`src/rtl/hps_pkg.sv`:
```
// Shared constants, payload types and state codes for the shifted Halton point block.
package hps_pkg;

  localparam int FRAC_BITS  = 24;
  localparam int INDEX_BITS = 32;
  localparam int RADIX_BITS = 8;
  localparam int NUM_BITS   = INDEX_BITS + RADIX_BITS;

  localparam int DIG_CELLS  = 4;
  localparam int FRAC_CELLS = 2;
  localparam int IDX_PAD    = ((INDEX_BITS + DIG_CELLS - 1) / DIG_CELLS) * DIG_CELLS;
  localparam int FRAC_PAD   = ((FRAC_BITS + FRAC_CELLS - 1) / FRAC_CELLS) * FRAC_CELLS;
  localparam int DIG_STEPS  = IDX_PAD / DIG_CELLS;
  localparam int FRAC_STEPS = FRAC_PAD / FRAC_CELLS;
  localparam int MAX_STEPS  = (DIG_STEPS > FRAC_STEPS) ? DIG_STEPS : FRAC_STEPS;
  localparam int CNT_BITS   = $clog2(MAX_STEPS + 1);

  localparam int CFG_INDEX_BITS = 2;
  localparam logic [RADIX_BITS-1:0] MIN_RADIX   = RADIX_BITS'(2);
  localparam logic [RADIX_BITS-1:0] RESET_BASE_X = RADIX_BITS'(2);
  localparam logic [RADIX_BITS-1:0] RESET_BASE_Y = RADIX_BITS'(3);

  typedef enum logic [CFG_INDEX_BITS-1:0] {
    REG_BASE_X = 2'd0,
    REG_BASE_Y = 2'd1
  } cfg_reg_t;

  typedef enum logic [2:0] {
    C_IDLE,
    C_DIV,
    C_ACC,
    C_FRAC,
    C_DONE
  } coord_state_t;

  typedef struct packed {
    logic idle;
    logic done;
  } hps_status_t;

  typedef struct packed {
    logic [INDEX_BITS-1:0] sample_index;
    logic [FRAC_BITS-1:0]  offset_u;
    logic [FRAC_BITS-1:0]  offset_v;
  } in_item_t;

  typedef struct packed {
    logic [FRAC_BITS-1:0] point_x;
    logic [FRAC_BITS-1:0] point_y;
  } out_item_t;

endpackage

```
`src/rtl/hps_step_cell.sv`:
```
// One restoring division step: shift in a bit, subtract the divisor when it fits.
module hps_step_cell #(
  parameter int W = 8
) (
  input  logic [W-1:0] rem_in,
  input  logic         bit_in,
  input  logic [W-1:0] divisor,
  output logic [W-1:0] rem_out,
  output logic         qbit
);

  logic [W:0] trial;
  logic [W:0] diff;

  assign trial   = {rem_in, bit_in};
  assign diff    = trial - {1'b0, divisor};
  assign qbit    = (trial >= {1'b0, divisor});
  assign rem_out = qbit ? diff[W-1:0] : trial[W-1:0];

endmodule

```
`src/rtl/hps_coord.sv`:
```
// One coordinate: digit extraction, reversed-digit accumulation, fraction division, shift.
module hps_coord (
  input  logic                          clk,
  input  logic                          rst,
  input  logic                          start,
  input  logic [hps_pkg::INDEX_BITS-1:0] sample_index,
  input  logic [hps_pkg::FRAC_BITS-1:0]  offset,
  input  logic [hps_pkg::RADIX_BITS-1:0] radix,
  input  logic                          ack,
  output hps_pkg::hps_status_t          status,
  output logic [hps_pkg::FRAC_BITS-1:0]  point
);

  localparam int IB = hps_pkg::INDEX_BITS;
  localparam int FB = hps_pkg::FRAC_BITS;
  localparam int RB = hps_pkg::RADIX_BITS;
  localparam int NB = hps_pkg::NUM_BITS;
  localparam int DC = hps_pkg::DIG_CELLS;
  localparam int FC = hps_pkg::FRAC_CELLS;
  localparam int IP = hps_pkg::IDX_PAD;
  localparam int FP = hps_pkg::FRAC_PAD;
  localparam int CB = hps_pkg::CNT_BITS;

  hps_pkg::coord_state_t state, state_next;

  logic [CB-1:0] cnt;
  logic [IP-1:0] sh;
  logic [RB-1:0] digit;
  logic [RB-1:0] radix_r;
  logic [NB-1:0] num;
  logic [NB-1:0] den;
  logic [NB-1:0] r;
  logic [FP-1:0] q;
  logic [FB-1:0] offset_r;

  // digit division chain
  logic [RB-1:0] dig_rem [DC+1];
  logic [DC-1:0] dig_q;
  // fraction division chain
  logic [NB-1:0] frac_rem [FC+1];
  logic [FC-1:0] frac_q;

  logic [NB+RB-1:0] num_prod;
  logic [NB+RB-1:0] den_prod;
  logic [NB-1:0]    num_new;
  logic [FP-1:0]    q_next;

  assign dig_rem[0]  = digit;
  assign frac_rem[0] = r;

  for (genvar i = 0; i < DC; i++) begin : g_dig
    hps_step_cell #(.W(RB)) u_cell (
      .rem_in (dig_rem[i]),
      .bit_in (sh[IP-1-i]),
      .divisor(radix_r),
      .rem_out(dig_rem[i+1]),
      .qbit   (dig_q[DC-1-i])
    );
  end

  for (genvar i = 0; i < FC; i++) begin : g_frac
    hps_step_cell #(.W(NB)) u_cell (
      .rem_in (frac_rem[i]),
      .bit_in (1'b0),
      .divisor(den),
      .rem_out(frac_rem[i+1]),
      .qbit   (frac_q[FC-1-i])
    );
  end

  assign num_prod = num * radix_r;
  assign den_prod = den * radix_r;
  assign num_new  = num_prod[NB-1:0] + {{(NB-RB){1'b0}}, digit};
  assign q_next   = {q[FP-FC-1:0], frac_q};

  always_comb begin
    state_next = state;
    unique case (state)
      hps_pkg::C_IDLE: begin
        if (start) begin
          state_next = (sample_index == '0) ? hps_pkg::C_FRAC : hps_pkg::C_DIV;
        end
      end
      hps_pkg::C_DIV: begin
        if (cnt == CB'(hps_pkg::DIG_STEPS - 1)) begin
          state_next = hps_pkg::C_ACC;
        end
      end
      hps_pkg::C_ACC: begin
        state_next = (sh == '0) ? hps_pkg::C_FRAC : hps_pkg::C_DIV;
      end
      hps_pkg::C_FRAC: begin
        if (cnt == CB'(hps_pkg::FRAC_STEPS - 1)) begin
          state_next = hps_pkg::C_DONE;
        end
      end
      hps_pkg::C_DONE: begin
        if (ack) begin
          state_next = hps_pkg::C_IDLE;
        end
      end
      default: state_next = hps_pkg::C_IDLE;
    endcase
  end

  always_comb begin
    status.idle = (state == hps_pkg::C_IDLE);
    status.done = (state == hps_pkg::C_DONE);
  end

  always_ff @(posedge clk) begin
    if (rst) begin
      state <= hps_pkg::C_IDLE;
    end else begin
      state <= state_next;
    end
  end

  always_ff @(posedge clk) begin
    case (state)
      hps_pkg::C_IDLE: begin
        if (start) begin
          sh       <= IP'(sample_index);
          radix_r  <= radix;
          offset_r <= offset;
          num      <= '0;
          den      <= NB'(1);
          r        <= '0;
          q        <= '0;
          digit    <= '0;
          cnt      <= '0;
        end
      end
      hps_pkg::C_DIV: begin
        sh    <= {sh[IP-DC-1:0], dig_q};
        digit <= dig_rem[DC];
        cnt   <= cnt + CB'(1);
      end
      hps_pkg::C_ACC: begin
        // fold the digit in behind the radix point
        num   <= num_new;
        den   <= den_prod[NB-1:0];
        r     <= num_new;
        digit <= '0;
        cnt   <= '0;
      end
      hps_pkg::C_FRAC: begin
        r   <= frac_rem[FC];
        q   <= q_next;
        cnt <= cnt + CB'(1);
        if (cnt == CB'(hps_pkg::FRAC_STEPS - 1)) begin
          point <= q_next[FP-1 -: FB] + offset_r;
        end
      end
      default: begin
      end
    endcase
  end

endmodule

```
`src/rtl/halton_point_with_random_shift.sv`:
```
// Top level of the shifted Halton point generator: channels, base registers, result register.
// Usage:
//   Input channel (in_valid / in_stall / in_data) carries a sample index and two
//   0.24 offsets; a transfer happens when in_valid is high and in_stall is low.
//   Output channel (out_valid / out_stall / out_data) carries point_x and point_y;
//   a transfer happens when out_valid is high and out_stall is low.
//   Config channel (cfg_valid / cfg_ready / cfg_index / cfg_data) writes base_x
//   (index 0) and base_y (index 1); other indexes are dropped. Write only while idle.
// Timing:
//   The x and y units run side by side, one item at a time; the slower one sets
//   the pace. For each digit of the index in its base, a unit runs DIG_STEPS
//   division steps and one accumulate step; DIG_STEPS = 8 (four division cells per
//   cycle on a 32-bit index). It then runs FRAC_STEPS = 12 (two cells per cycle,
//   24 bits) fraction steps; an index of 0 goes straight to these. Both results
//   then load the result register together, and the next item is taken once the
//   result register has loaded.
// Reset: rst (synchronous) clears control and loads base_x = 2, base_y = 3.
// Stall:
//   A finished result waits in the output register; a new item is taken meanwhile,
//   and a second result holds in the units until the register frees up.
module halton_point_with_random_shift (
  input  logic                               clk,
  input  logic                               rst,
  input  logic                               in_valid,
  output logic                               in_stall,
  input  hps_pkg::in_item_t                  in_data,
  output logic                               out_valid,
  input  logic                               out_stall,
  output hps_pkg::out_item_t                 out_data,
  input  logic                               cfg_valid,
  output logic                               cfg_ready,
  input  logic [hps_pkg::CFG_INDEX_BITS-1:0] cfg_index,
  input  logic [hps_pkg::RADIX_BITS-1:0]     cfg_data
);

  logic [hps_pkg::RADIX_BITS-1:0] base_x;
  logic [hps_pkg::RADIX_BITS-1:0] base_y;
  logic [hps_pkg::RADIX_BITS-1:0] radix_x;
  logic [hps_pkg::RADIX_BITS-1:0] radix_y;
  logic [hps_pkg::FRAC_BITS-1:0]  point_x;
  logic [hps_pkg::FRAC_BITS-1:0]  point_y;
  hps_pkg::hps_status_t           stat_x;
  hps_pkg::hps_status_t           stat_y;
  logic                           start;
  logic                           take;

  // Config writes are always accepted.
  assign cfg_ready = 1'b1;

  always_ff @(posedge clk) begin
    if (rst) begin
      base_x <= hps_pkg::RESET_BASE_X;
      base_y <= hps_pkg::RESET_BASE_Y;
    end else if (cfg_valid && cfg_ready) begin
      unique case (cfg_index)
        hps_pkg::REG_BASE_X: base_x <= cfg_data;
        hps_pkg::REG_BASE_Y: base_y <= cfg_data;
        default: begin
        end
      endcase
    end
  end

  // Saturate a radix below two to two.
  assign radix_x = (base_x < hps_pkg::MIN_RADIX) ? hps_pkg::MIN_RADIX : base_x;
  assign radix_y = (base_y < hps_pkg::MIN_RADIX) ? hps_pkg::MIN_RADIX : base_y;

  // Take a new item only when both coordinate units are free.
  assign in_stall = !(stat_x.idle && stat_y.idle);
  assign start    = in_valid && !in_stall;

  // Move a finished pair into the output register when it is empty or draining.
  assign take = stat_x.done && stat_y.done && (!out_valid || !out_stall);

  hps_coord u_coord_x (
    .clk         (clk),
    .rst         (rst),
    .start       (start),
    .sample_index(in_data.sample_index),
    .offset      (in_data.offset_u),
    .radix       (radix_x),
    .ack         (take),
    .status      (stat_x),
    .point       (point_x)
  );

  hps_coord u_coord_y (
    .clk         (clk),
    .rst         (rst),
    .start       (start),
    .sample_index(in_data.sample_index),
    .offset      (in_data.offset_v),
    .radix       (radix_y),
    .ack         (take),
    .status      (stat_y),
    .point       (point_y)
  );

  always_ff @(posedge clk) begin
    if (rst) begin
      out_valid <= 1'b0;
    end else if (take) begin
      out_valid <= 1'b1;
    end else if (!out_stall) begin
      out_valid <= 1'b0;
    end
  end

  always_ff @(posedge clk) begin
    if (take) begin
      out_data.point_x <= point_x;
      out_data.point_y <= point_y;
    end
  end

endmodule

```
`config.mk`:
```
export PLATFORM = sky130hd
export DESIGN_NAME = halton_point_with_random_shift
export DESIGN_NICKNAME = d
export VERILOG_FILES = /design/src/rtl/hps_pkg.sv /design/src/rtl/hps_step_cell.sv /design/src/rtl/hps_coord.sv /design/src/rtl/halton_point_with_random_shift.sv
export SDC_FILE = /design/constraint.sdc
export NUM_CORES = 2
export LEC_CHECK = 0
export BUFFER_PORTS_ARGS = -buffer_cell sky130_fd_sc_hd__buf_4
export CORE_ASPECT_RATIO = 0.9
export CORE_MARGIN = 4
export CORE_UTILIZATION = 65
export DETAILED_ROUTE_END_ITERATION = 12
export PLACE_DENSITY_LB_ADDON = 0.05
export SYNTH_ARGS = -nofsm -noshare
export SYNTH_HDL_FRONTEND = slang
export SYNTH_SLANG_ARGS = --single-unit
```
`constraint.sdc`:
```
create_clock -name clk -period 10.3 [get_ports clk]
set_input_delay 2.06 -clock clk [delete_from_list [all_inputs] [get_ports clk]]
set_output_delay 2.06 -clock clk [all_outputs]
set_load 0.01 [all_outputs]
```
==> results.json <==
{
  "drive_gt1_share_pct": 5.86,
  "finalSetupViolCount": 0,
  "fin_crit_ns": 9.79,
  "vias": 54000,
  "drt_first_iter_violations": 5190,
  "syn-num-nets": 8882,
  "max_slew_margin_pct": 25.8,
  "synth_top_cells_by_area": "fa_1 25%, edfxtp_1 23%, ha_1 9.6%",
  "yosys-top-cells-count": "1065 x inv_1, 982 x nand2_1, 842 x fa_1",
  "synth_seq_cells": 555,
  "dr.pass1.iters": 6,
  "finalNonFillerCells": 8910,
  "area_delta_synth_final_pct": 7.28,
  "place_hpwl_um": 147000,
  "layout_setup_ws_ns": 0.508,
  "drv_cap": 0,
  "cts_buffer_depth": 3,
  "cts_tree": "built",
  "avgSynthCellArea_um2": 9.25,
  "die_w_um": 351,
  "ys_async_sr_fraction_pct": 0,
  "worst_slew_pin_slew_ns": 1.11,
  "crit_type": "register to register",
  "grt_pass1_wl_um": 302000,
  "root_buffer": "clkbuf_16",
  "critPathMaxStageDelay_ns": 0.49,
  "core_area_um2": 104000,
  "ys_warn_count": 0,
  "min_path_type": "register to register",
  "cts_buffers": 67,
  "rsz0062_at_grt": "no",
  "cp_slowest_cell": "edfxtp_1",
  "synth_top_area_cell": "fa_1",
  "end_kind": "register",
  "synth_most_common_cell": "inv_1",
  "worstSkewPairLatency_ns": 0.67,
  "hold_viol_final": 0,
  "slew_viol_final": 0,
  "clkSlewWorstSetupHoldPaths_ns": 0.06,
  "yosys.cell_types.count": 89,
  "synth_ff_type": "edfxtp_1",
  "clock.fmax_mhz": 102,
  "grt_usage_pct": 35.1,
  "cp.required_ns": 10.71,
  "drt-total-wl_um": 192000,
  "placed_cells": 8778,
  "cpMostUsedCell": "a21oi_1",
  "worst-path-max-fanout": 39,
  "htreeDepth": 3,
  "antenna_found_initial": 15,
  "drcViolationCount": 0,
  "syn_area_um2": 68600,
  "synth_top_area_share_pct": 24.6,
  "wire_per_inst_um": 21.5,
  "syn_inst": 7419,
  "via_per_inst": 6.06,
  "skew_ns": 0.0278,
  "grt_pass1_vias": 53400,
  "gp_congestion": 0.980,
  "postRouteAntennaNets": 0,
  "start_kind": "register",
  "min_period_over_period_pct": 95.1,
  "status": "finished clean",
  "portBuffers": 144,
  "worstPathArrival_ns": 10.20,
  "num-fill-cells": 8097,
  "ys_seq_area_share_pct": 23.9,
  "nets": 8948,
  "setup_tns_ns": 0,
  "ios": 146,
  "start_util_pct": 65.8,
  "die-area_um2": 111000,
  "dieHeight_um": 316,
  "pre_cts_slack_ns": 0.357,
  "synth_edf_count": 532,
  "gr-total-overflow": 0,
  "rows": 112,
  "grt_max_degree": 76,
  "cts.sinks": 555
}
## final timing paths
kind	slack, ns	endpoint	startpoint	depth (start not counted)
setup / recovery	0.51	u_coord_y.point[23]$_DFFE_PP_	u_coord_y.den[1]$_SDFFCE_PN0P_	40
hold / removal	0.42	out_data[21]$_DFFE_PP_	u_coord_y.point[21]$_DFFE_PP_	0
setup reg to reg	0.51	u_coord_y.point[23]$_DFFE_PP_	u_coord_y.den[1]$_SDFFCE_PN0P_	40
hold reg to reg	0.42	out_data[21]$_DFFE_PP_	u_coord_y.point[21]$_DFFE_PP_	0
## logic make-up after synthesis
| family | synth area share [%] |
|---|---|
| compound gates | 11.6 |
| xor+xnor | 4.93 |
| fa+ha+maj | 34.1 |
| buf+inv | 7.24 |
| flops | 23.9 |
| mux | 1.29 |
| other cells | 0.00546 |
| simple gates | 16.8 |
## worst max-delay path: cells and delay by family (launching register included)
kind	cells	cell delay, ns
buf+inv	3	0.77
flops	1	0.49
xor+xnor	1	0.08
compound gates	26	6.10
simple gates	7	1.07
fa+ha+maj	3	0.99
## placed cells by master (no fill, tap or decap), types with 10 or more instances in the layout
cell type	n
o31ai_1	26
o21ai_1	10
nor4_1	34
o21a_1	34
a21oi_1	351
nor2b_1	63
nor2_1	618
nand2b_1	55
nand4_1	48
mux2i_1	64
xor2_1	140
inv_1	1061
a21o_1	208
buf_4	230
nor3_1	80
clkinv_1	14
xnor2_1	246
or2_2	12
a311o_1	37
o21ai_0	205
o22ai_1	15
edfxtp_1	532
or3_1	20
nand2_1	978
o211ai_1	13
a21boi_0	16
mux2_2	20
ha_1	526
a211o_1	28
nand3_1	56
dfxtp_1	23
and2_1	423
clkbuf_16	72
and3_1	75
fa_1	842
o21bai_1	85
a31oi_1	49
a211oi_1	24
## layout make-up
class	instances	area [um^2]	share of cell area, %
antenna	3	7.51	0.0102
clock buffer	79	1830	2.48
clock inverter	44	512	0.695
inverter	1074	4040	5.49
multi-input combinational	5555	47300	64.3
sequential	555	16400	22.3
tap	1368	1710	2.32
timing repair buffer	232	1750	2.38
## stage by stage
stage / area [um^2] / hold slack [ns] / utilization [%]
finish: 73600 / 0.418 / 70.6
detailed placement: 71200 / 0.405 / 68.3
global placement: 71200 / 0.401 / 68.3
floorplan: 68600 / 0.400 / -
global route: 73600 / 0.420 / 70.6
CTS: 73500 / 0.419 / 70.5
## flip-flops by register name, indices dropped and copies added, names as in the netlist, 40 cells and up
signal / count
u_coord_x.num: 40
u_coord_y.r: 40
out_data: 48
u_coord_y.num: 40
u_coord_x.den: 40
u_coord_y.den: 40
u_coord_x.r: 40
## metal layers
| metal | global-route usage (%) | wire [um] | up-vias |
|---|---|---|---|
| met1 | 54.8 | 86700 | 26600 |
| met5 | 0 | 58 | - |
| met3 | 11.7 | 25700 | 221 |
| met4 | 6.28 | 3330 | 10 |
| met2 | 47.7 | 76000 | 2708 |
| li1 | - | - | 24500 |
## repair_timing
item / 4_1_cts / 5_1_grt
setup buffers: 0 / 6
setup endpoints to repair: 0 / 21
resized for setup: 0 / 17
hold buffers: 0 / 0
Power is not shown: default switching activity piles up to over one toggle a cycle in this logic, so the estimate is an artifact.
